**src/sv/assert_macros.svh**
```systemverilog
// Assertion macros shared by the RTL.
`ifndef ASSERT_MACROS_SVH
`define ASSERT_MACROS_SVH
`ifndef SYNTHESIS
`define ASSERT_IMPL(label, clk, rst_n, prop) \
  label: assert property (@(posedge clk) disable iff (!rst_n) prop) else $error("%m: check failed");
`define ASSERT_NEXT(label, clk, rst_n, cond, nxt) \
  label: assert property (@(posedge clk) disable iff (!rst_n) (cond) |=> (nxt)) else $error("%m: check failed");
`else
`define ASSERT_IMPL(label, clk, rst_n, prop)
`define ASSERT_NEXT(label, clk, rst_n, cond, nxt)
`endif
`endif

```
**src/sv/bda_pkg.sv**
```systemverilog
package bda_pkg;
  typedef enum logic [3:0] {
    ST_IDLE, ST_DIV, ST_MUL_H, ST_MUL_K, ST_STEP, ST_DIV_T, ST_MUL_TH, ST_MUL_TK,
    ST_M1, ST_M2, ST_M3, ST_M4, ST_M5, ST_M6, ST_CMP, ST_DONE
  } state_t;

  // Shared unit operation selects
  typedef enum logic [1:0] {
    OP_NONE, OP_DIV, OP_MUL
  } op_t;
endpackage

```
**src/sv/bounded_denominator_approximation.sv**
```systemverilog
// Channel | ports                                         | dir
// input   | start, busy, in_target_num/den, in_den_limit  | in (busy is out)
// result  | out_valid, out_best_num/den, out_bad_input    | out
// One item at a time. Trivial cases go straight to the result; otherwise each
// continued-fraction step runs a divide and two multiplies on the shared
// unit (W = 64 bits); a walk that passes the bound then runs one divide and two
// multiplies when a semiconvergent is possible, and six multiplies to compare.
// rst_n is synchronous; the result strobe lasts one cycle and cannot stall.
`include "assert_macros.svh"
module bounded_denominator_approximation #(
  parameter int WIDTH = 32
) (
  input  logic        clk,
  input  logic        rst_n,
  input  logic        start,
  output logic        busy,
  input  logic [31:0] in_target_num,
  input  logic [31:0] in_target_den,
  input  logic [31:0] in_den_limit,
  output logic        out_valid,
  output logic [31:0] out_best_num,
  output logic [31:0] out_best_den,
  output logic        out_bad_input
);
  localparam int W = 64;

  bda_pkg::state_t st_r, st_nxt;
  bda_pkg::op_t    op;
  logic [W-1:0] ua, ub, lo, hi;
  logic         ubusy, udone;
  logic [W-1:0] p_r, q_r, lim_r, x_r, y_r, h0_r, h1_r, k0_r, k1_r;
  logic [W-1:0] a_r, r_r, h_r, t_r, ch_r, ck_r, ec_r, ep_r;
  logic [W-1:0] m1_r, m2_r, c1h_r, c1l_r;
  logic [W-1:0] rn_r, rd_r;
  logic         bad_r, vld_r;
  logic [W-1:0] p_in, q_in, l_in, dif;
  logic [W-1:0] m_mask;
  logic [W-1:0] k_new;
  logic         accept;
  logic         trivial;

  assign m_mask = (WIDTH >= 32) ? W'(32'hFFFF_FFFF) : ((W'(1) << WIDTH) - W'(1));
  assign p_in = W'(in_target_num) & m_mask;
  assign q_in = W'(in_target_den) & m_mask;
  assign l_in = W'(in_den_limit) & m_mask;
  assign dif  = (m1_r >= m2_r) ? m1_r - m2_r : m2_r - m1_r;
  assign k_new   = lo + k0_r;
  assign accept  = start && !busy;
  assign trivial = (q_in == '0) || (l_in == '0) || (q_in <= l_in);

  bda_unit #(.W(W)) u_unit (
    .clk, .rst_n, .op, .a(ua), .b(ub), .busy(ubusy), .done(udone),
    .res_lo(lo), .res_hi(hi)
  );

  // Unit operand selection
  always_comb begin
    op = bda_pkg::OP_NONE;
    ua = '0;
    ub = '0;
    if (!ubusy && !udone) begin
      unique case (st_r)
        bda_pkg::ST_DIV:    begin op = bda_pkg::OP_DIV; ua = x_r; ub = y_r; end
        bda_pkg::ST_MUL_H:  begin op = bda_pkg::OP_MUL; ua = a_r; ub = h1_r; end
        bda_pkg::ST_MUL_K:  begin op = bda_pkg::OP_MUL; ua = a_r; ub = k1_r; end
        bda_pkg::ST_DIV_T:  begin op = bda_pkg::OP_DIV; ua = lim_r - k0_r; ub = k1_r; end
        bda_pkg::ST_MUL_TH: begin op = bda_pkg::OP_MUL; ua = t_r; ub = h1_r; end
        bda_pkg::ST_MUL_TK: begin op = bda_pkg::OP_MUL; ua = t_r; ub = k1_r; end
        bda_pkg::ST_M1:     begin op = bda_pkg::OP_MUL; ua = ch_r; ub = q_r; end
        bda_pkg::ST_M2:     begin op = bda_pkg::OP_MUL; ua = ck_r; ub = p_r; end
        bda_pkg::ST_M3:     begin op = bda_pkg::OP_MUL; ua = h1_r; ub = q_r; end
        bda_pkg::ST_M4:     begin op = bda_pkg::OP_MUL; ua = k1_r; ub = p_r; end
        bda_pkg::ST_M5:     begin op = bda_pkg::OP_MUL; ua = ec_r; ub = k1_r; end
        bda_pkg::ST_M6:     begin op = bda_pkg::OP_MUL; ua = ep_r; ub = ck_r; end
        default: ;
      endcase
    end
  end

  // Sequencer
  always_comb begin
    st_nxt = st_r;
    unique case (st_r)
      bda_pkg::ST_IDLE: if (accept) begin
        st_nxt = trivial ? bda_pkg::ST_DONE : bda_pkg::ST_DIV;
      end
      bda_pkg::ST_DIV:    if (udone) st_nxt = bda_pkg::ST_MUL_H;
      bda_pkg::ST_MUL_H:  if (udone) st_nxt = bda_pkg::ST_MUL_K;
      bda_pkg::ST_MUL_K: if (udone) begin
        if (k_new > lim_r) begin
          if (k1_r != '0 && lim_r >= k0_r) st_nxt = bda_pkg::ST_DIV_T;
          else st_nxt = bda_pkg::ST_M1;
        end else if (r_r == '0) begin
          st_nxt = bda_pkg::ST_DONE;
        end else begin
          st_nxt = bda_pkg::ST_DIV;
        end
      end
      bda_pkg::ST_STEP:   st_nxt = bda_pkg::ST_DIV;
      bda_pkg::ST_DIV_T:  if (udone) st_nxt = bda_pkg::ST_MUL_TH;
      bda_pkg::ST_MUL_TH: if (udone) st_nxt = bda_pkg::ST_MUL_TK;
      bda_pkg::ST_MUL_TK: if (udone) st_nxt = bda_pkg::ST_M1;
      bda_pkg::ST_M1:     if (udone) st_nxt = bda_pkg::ST_M2;
      bda_pkg::ST_M2:     if (udone) st_nxt = bda_pkg::ST_M3;
      bda_pkg::ST_M3:     if (udone) st_nxt = bda_pkg::ST_M4;
      bda_pkg::ST_M4:     if (udone) st_nxt = bda_pkg::ST_M5;
      bda_pkg::ST_M5:     if (udone) st_nxt = bda_pkg::ST_M6;
      bda_pkg::ST_M6:     if (udone) st_nxt = bda_pkg::ST_CMP;
      bda_pkg::ST_CMP:    st_nxt = bda_pkg::ST_DONE;
      bda_pkg::ST_DONE:   st_nxt = bda_pkg::ST_IDLE;
      default:            st_nxt = bda_pkg::ST_IDLE;
    endcase
  end

  // Datapath and exits
  always_ff @(posedge clk) begin
    if (!rst_n) begin
      st_r  <= bda_pkg::ST_IDLE;
      vld_r <= 1'b0;
    end else begin
      st_r  <= st_nxt;
      vld_r <= (st_r == bda_pkg::ST_DONE);
      unique case (st_r)
        bda_pkg::ST_IDLE: if (accept) begin
          p_r <= p_in; q_r <= q_in; lim_r <= l_in;
          x_r <= p_in; y_r <= q_in;
          h0_r <= '0; h1_r <= W'(1); k0_r <= W'(1); k1_r <= '0;
          bad_r <= (q_in == '0);
          // target fits the bound: pass it through
          if (q_in != '0 && l_in != '0 && q_in <= l_in) begin
            rn_r <= p_in; rd_r <= q_in;
          end else begin
            rn_r <= '0; rd_r <= W'(1);
          end
        end
        bda_pkg::ST_DIV:   if (udone) begin a_r <= lo; r_r <= hi; end
        bda_pkg::ST_MUL_H: if (udone) h_r <= lo + h0_r;
        bda_pkg::ST_MUL_K: if (udone) begin
          x_r <= y_r; y_r <= r_r;
          if (k_new > lim_r) begin
            if (!(k1_r != '0 && lim_r >= k0_r)) begin
              t_r <= '0; ch_r <= h0_r; ck_r <= k0_r;
            end
          end else begin
            h0_r <= h1_r; h1_r <= h_r; k0_r <= k1_r; k1_r <= k_new;
            if (r_r == '0) begin
              rn_r <= h_r; rd_r <= k_new;
            end
          end
        end
        bda_pkg::ST_DIV_T:  if (udone) t_r <= lo;
        bda_pkg::ST_MUL_TH: if (udone) ch_r <= h0_r + lo;
        bda_pkg::ST_MUL_TK: if (udone) ck_r <= k0_r + lo;
        bda_pkg::ST_M1:     if (udone) m1_r <= lo;
        bda_pkg::ST_M2:     if (udone) m2_r <= lo;
        bda_pkg::ST_M3:     if (udone) begin ec_r <= dif; m1_r <= lo; end
        bda_pkg::ST_M4:     if (udone) m2_r <= lo;
        bda_pkg::ST_M5:     if (udone) begin ep_r <= dif; m1_r <= lo; c1h_r <= hi; end
        bda_pkg::ST_M6:     if (udone) begin m2_r <= lo; c1l_r <= hi; end
        bda_pkg::ST_CMP: begin
          // c1h holds high of ec*k1, c1l high of ep*ck
          if (c1h_r < c1l_r || (c1h_r == c1l_r && m1_r < m2_r)) begin
            rn_r <= ch_r; rd_r <= ck_r;
          end else begin
            rn_r <= h1_r; rd_r <= k1_r;
          end
        end
        default: ;
      endcase
    end
  end

  assign busy          = (st_r != bda_pkg::ST_IDLE) || vld_r;
  assign out_valid     = vld_r;
  assign out_best_num  = rn_r[31:0];
  assign out_best_den  = rd_r[31:0];
  assign out_bad_input = bad_r;

  `ASSERT_NEXT(a_one_strobe, clk, rst_n, out_valid, !out_valid)
  `ASSERT_IMPL(a_bad_den, clk, rst_n, (out_valid && out_bad_input) |-> out_best_den == 32'd1)
  `ASSERT_NEXT(a_accept_busy, clk, rst_n, start && !busy, busy)
endmodule

```
**src/sv/bda_unit.sv**
```systemverilog
// Shared iterative unit: restoring divide or shift-add multiply, one bit a cycle.
`include "assert_macros.svh"
module bda_unit #(
  parameter int W = 64
) (
  input  logic         clk,
  input  logic         rst_n,
  input  bda_pkg::op_t op,
  input  logic [W-1:0] a,
  input  logic [W-1:0] b,
  output logic         busy,
  output logic         done,
  output logic [W-1:0] res_lo,
  output logic [W-1:0] res_hi
);
  localparam int CW = $clog2(W + 1);

  logic [CW-1:0] cnt_r, cnt_nxt;
  logic          busy_r, busy_nxt, done_r, done_nxt;
  logic          mul_r, mul_nxt;
  logic [W-1:0]  acc_r, acc_nxt, sh_r, sh_nxt, b_r, b_nxt;
  logic [W:0]    trial;
  logic [W:0]    msum;

  always_comb begin
    trial = {acc_r, sh_r[W-1]} - {1'b0, b_r};
    msum  = {1'b0, acc_r} + (sh_r[0] ? {1'b0, b_r} : '0);
  end

  // Sequencing of one operation
  always_comb begin
    cnt_nxt  = cnt_r;
    busy_nxt = busy_r;
    done_nxt = 1'b0;
    mul_nxt  = mul_r;
    acc_nxt  = acc_r;
    sh_nxt   = sh_r;
    b_nxt    = b_r;
    if (!busy_r && op != bda_pkg::OP_NONE) begin
      busy_nxt = 1'b1;
      mul_nxt  = (op == bda_pkg::OP_MUL);
      cnt_nxt  = CW'(W);
      acc_nxt  = '0;
      sh_nxt   = a;
      b_nxt    = b;
    end else if (busy_r) begin
      if (mul_r) begin
        // product high in acc, low shifts into sh
        acc_nxt = msum[W:1];
        sh_nxt  = {msum[0], sh_r[W-1:1]};
      end else if (!trial[W]) begin
        acc_nxt = trial[W-1:0];
        sh_nxt  = {sh_r[W-2:0], 1'b1};
      end else begin
        acc_nxt = {acc_r[W-2:0], sh_r[W-1]};
        sh_nxt  = {sh_r[W-2:0], 1'b0};
      end
      cnt_nxt = cnt_r - 1'b1;
      if (cnt_r == CW'(1)) begin
        busy_nxt = 1'b0;
        done_nxt = 1'b1;
      end
    end
  end

  always_ff @(posedge clk) begin
    if (!rst_n) begin
      busy_r <= 1'b0;
      done_r <= 1'b0;
      cnt_r  <= '0;
    end else begin
      busy_r <= busy_nxt;
      done_r <= done_nxt;
      cnt_r  <= cnt_nxt;
    end
    mul_r <= mul_nxt;
    acc_r <= acc_nxt;
    sh_r  <= sh_nxt;
    b_r   <= b_nxt;
  end

  // div: quotient low, remainder high; mul: low and high halves
  assign busy   = busy_r;
  assign done   = done_r;
  assign res_lo = sh_r;
  assign res_hi = acc_r;

  `ASSERT_NEXT(a_done_ends, clk, rst_n, done_r, !busy_r)
  `ASSERT_IMPL(a_cnt_live, clk, rst_n, busy_r |-> cnt_r != '0)
  `ASSERT_IMPL(a_no_both, clk, rst_n, !(done_r && busy_r))
endmodule

```
**config.mk**
```make
export PLATFORM = sky130hd
export DESIGN_NAME = bounded_denominator_approximation
export DESIGN_NICKNAME = d
export VERILOG_FILES = /design/src/sv/bda_pkg.sv /design/src/sv/bounded_denominator_approximation.sv /design/src/sv/bda_unit.sv
export VERILOG_INCLUDE_DIRS = /design/src /design/src/sv
export SDC_FILE = /design/constraint.sdc
export NUM_CORES = 2
export LEC_CHECK = 0
export ABC_CLOCK_PERIOD_IN_PS = 16500
export BUFFER_PORTS_ARGS = -buffer_cell sky130_fd_sc_hd__buf_2
export CORE_MARGIN = 2
export CORE_UTILIZATION = 40
export CTS_BUF_LIST = sky130_fd_sc_hd__clkbuf_16
export DETAILED_ROUTE_END_ITERATION = 8
export PLACE_DENSITY = 0.66
export SYNTH_ARGS = -nofsm -noshare
export SYNTH_HDL_FRONTEND = slang
export SYNTH_HIERARCHICAL = 1
export SYNTH_SLANG_ARGS = --single-unit
```
**constraint.sdc**
```tcl
create_clock -name clk -period 16.5 [get_ports clk]
set_clock_uncertainty 0.15 [all_clocks]
set_input_delay 0.825 -clock clk [delete_from_list [all_inputs] [get_ports clk]]
set_output_delay 0.825 -clock clk [all_outputs]
set_load 0.005 [all_outputs]
```
==> results.txt <==
The flow ran to the end, but the final reports show violations. The final reports fail on DRC. The final period demand of the worst path came out at 10.15 ns.

The run gives 1520 as the number of clock sinks. The synthesized design spends more area on one cell type than any other, namely edfxtp_1. STA classifies the critical path endpoint as a flop. The share of async-settable or async-resettable flops after synthesis is 0%.

The reported leakage power is 37.7 nW. The number of levels in the clock H-tree was 4; the routability congestion estimate was 1.03. The tools report the worst endpoint required time as 16.81 ns.

Setup violations remaining at the end of the flow were counted as 0. The transition time at the pin with the least slew margin works out to 1.35 ns. The logs give 173 for the count of standard-cell rows and 166 for the top-level port count. After clock tree synthesis, the clock-pin slew on the worst setup and hold paths is 0.07 ns. Fill cells in the final layout number 20.7k.

The total CTS buffers came out at 172. The worst path uses 61.5% of the clock period. In the detailed route, the total length drawn on met2 is 166000 um. Before antenna repair, the detailed router went through 9 iterations. From synthesis to final layout, the design area changed by 11.4%.

Yosys instantiated no cell more often than edfxtp_1. In this run the remaining antenna-violating nets after routing total 0. Detailed routing placed a total of 38400 um of wire on met3.

For this design the ratio of total power to cell area is 183 nW/um^2. Chip width: 476 um. In this run the top signal layer used is met5. Wires add up to 377000 um. In this run the worst path has a maximum fanout of 63.

The clock root buffer master is clkbuf_16. Dividing the detail-routed wire length by the instance count gives 32.0 um. In this run the deepest clock path goes through 3 buffers.

In this run, the number of DRC markers left after iteration 0 of detailed routing was 10.2k. Summing the sequential cell areas from Yosys gives 50.3% of the chip area. For the area of placed instances, the log shows 93400 sq um.

The peak supply drop is 0.000133 V. The commonest cells after synthesis are 1442 x edfxtp_1, 864 x nand2_1, 774 x a21oi_1. In this run the tool buffered the top-level ports with 165 buffer cells. In this run, synthesis inferred 1442 flip-flops with an integrated enable.

Gates resized during post-CTS repair numbered 0. Once layout is done, the placed cells without fillers occupy 99400 sq um. The tightest min-delay check is of the input pin to flop type. The total count of hold-check failures in the final report came out at 0. In the synthesized netlist, the number of instances is 8565. The netlist area before placement came out at 89200 sq um. For this run, design rule violations remaining after detail routing come to 3. Of the cells placed in the final design, the portion with a size suffix greater than 1 is 8.23%.

The logs give 32.1% for the global routing usage summed across all routing layers and 30 for the count of hold buffers inserted by post-cts repair. After legalization and detailed placement, the total HPWL measured 281000 um. For this configuration, the core starts out at a cell density of 40.2%.

Setup repair after global routing left no endpoint under its margin. At the end of the flow, the number of nets in the layout was 9290. The tools report the maximum clock rate as 98.5 MHz. For the count of pins over their slew limit, the log shows 0. Clock latency on the worst-skew pair, taken at its later pin, is 0.86 ns. TritonCTS built the clock tree. Across the run, the number of max-cap violations was 0. Summed over its instances, the top area cell type makes up 48.5% of the synthesized netlist area. The global route total overflow is 0. Dividing the detail-routed via count by the number of cells gives 6.30. The worst setup path is launched from a flop. Adding up every negative setup slack in the final design gives 0 ns.

The floorplan step defined a die boundary enclosing 227000 sq um. The routed layout has 74.2k vias. Core box area: 222000 sq um. The tools report the number of distinct library cell variants in the gate-level netlist after synthesis as 105. The synthesized netlist net count is 9214. The critical path is of the flop to flop type. Count of buffers added by post-CTS timing repair for setup: 0. The height of the die was 476 um.

The synthesized design contains 1520 register bits. For the worst setup path, the data arrival time is 10.46 ns. Each instance of the synthesized netlist takes up on average 10.4 sq um. For this run, the leading register cell type out of synthesis is edfxtp_1.

By area the synthesized netlist is led by edfxtp_1 49%, ha_1 7.6%, a21oi_1 4.3%. In this run the tightest slew margin relative to its limit is 9.09%. The yosys synthesis warning count was 6. The first-pass GRT wire length is 528000 um, and the number of global-route vias before repair is 70.4k. The number of antenna violations at the first check in global routing is 27, and the largest net degree at the start of global routing is 116. The detailed router put a total of 152000 um of wire on met1.
==> area by class of cell <==
class	count	area [sq um]	share of cell area, %
Timing Repair Buffer	323	2110	2.13
Sequential cell	1520	44900	45.1
Clock inverter	148	1320	1.32
Clock buffer	172	4300	4.33
Multi-Input combinational cell	6130	41200	41.4
Antenna cell	14	35.0	0.0353
Tap cell	2975	3720	3.75
Inverter	494	1860	1.87
==> cells in the final DEF (no fill, tap or decap), types with 43 or more instances in the layout <==
cell	Yosys	final
o21ai_0	521	518
a222oi_1	152	152
or3_1	44	43
dfxtp_1	78	78
nand2_1	864	860
inv_1	494	516
buf_4	7	126
a22oi_1	169	169
nand4_1	149	149
ha_1	543	543
o21ai_1	51	52
nand3_1	137	137
xor2_1	142	142
edfxtp_1	1442	1442
mux2i_1	161	161
o21bai_1	97	97
nor3_1	103	95
clkbuf_16	0	172
o211ai_1	51	51
a21oi_1	774	773
a221oi_1	66	66
a31oi_1	55	55
and2_1	417	416
a21o_1	209	209
o21a_1	66	65
nor4_1	78	71
buf_2	27	165
xnor2_1	210	210
nand2b_1	55	54
nor2b_1	61	60
nor2_1	450	435
==> where the power goes <==
part | leakage [nW] | switching [mW] | total (mW) | internal (mW)
clock | 2.79 | 1.73 | 3.89 | 2.16
combinational | 20.8 | 5.56 | 8.16 | 2.60
sequential | 14.1 | 0.856 | 6.11 | 5.25
==> registers in the layout, summed over array words and instances (netlist names), 64 cells and up <==
| register | count |
|---|---|
| x_r | 64 |
| ck_r | 64 |
| m2_r | 64 |
| ep_r | 64 |
| c1l_r | 64 |
| r_r | 64 |
| m1_r | 64 |
| t_r | 64 |
| c1h_r | 64 |
| y_r | 64 |
| k1_r | 64 |
| h1_r | 64 |
| a_r | 64 |
| ch_r | 64 |
| h_r | 64 |
| u_unit/b_r | 64 |
| h0_r | 64 |
| u_unit/res_hi | 64 |
| k0_r | 64 |
| ec_r | 64 |
| u_unit/res_lo | 64 |
==> worst max-delay path: stages (launching register included) <==
cell and delay [ns]:
edfxtp_1 0.55, ha_1 0.45, a21oi_1 0.34, o21ai_0 0.20
a21oi_1 0.27, nand3_1 0.38, a211oi_2 0.72, xor2_1 0.30
inv_1 0.07, ha_1 0.30, a21o_1 0.19, a21o_1 0.17
a21oi_1 0.21, o21ai_0 0.16, a221oi_1 0.25, a31o_2 0.19
nand3_1 0.19, nor4_1 0.67, nand4_1 0.20, nor3_1 0.78
a21oi_1 0.29, nor2_4 0.80, buf_4 0.87, buf_4 0.80
==> path summary, 6_finish.rpt <==
check,from,end,slack (ns),depth (start not counted)
setup / recovery,u_unit/res_lo[20]$_DFFE_PP_,k0_r[51]$_SDFFCE_PN0P_,6.35,23
hold / removal,in_den_limit[20],lim_r[20]$_DFFE_PP_,0.06,1
setup reg to reg,u_unit/res_lo[20]$_DFFE_PP_,k0_r[51]$_SDFFCE_PN0P_,6.35,23
hold reg to reg,u_unit/res_hi[30]$_SDFFE_PP0P_,c1h_r[30]$_DFFE_PP_,0.33,0
==> cell families after synthesis <==
| logic type | after synthesis | synth area share, % |
|---|---|---|
| XOR/XNOR | 354 | 3.49 |
| adder cells (fa/ha/maj) | 550 | 7.77 |
| AO/OA/AOI/OAI | 2544 | 18.7 |
| flip-flops | 1520 | 50.3 |
| AND/OR/NAND/NOR | 2482 | 13.6 |
| multiplexers | 200 | 2.30 |
| buffers and inverters | 915 | 3.93 |
==> stage by stage <==
stage               total power [mW]  worst slack, ns  hold slack [ns]  util (%)  cells
finish                          18.2             6.35           0.0603      44.8  11776
global route                    18.9             6.09           0.0298      44.8  11764
CTS                             18.0             6.52          0.00162      44.8  11762
detailed placement              14.1             6.61            0.319      42.1  11412
global placement                14.0             6.71            0.299      42.1  11412
floorplan                       11.0            0.302            0.319         -   8565
==> routing by layer <==
metal	vias up	global-route usage, %
met5	-	0.294
met4	18	15.3
li1	32223	-
met3	814	7.34
met1	36530	43.0
met2	4570	49.1
Power figures use the tool's default switching activity.
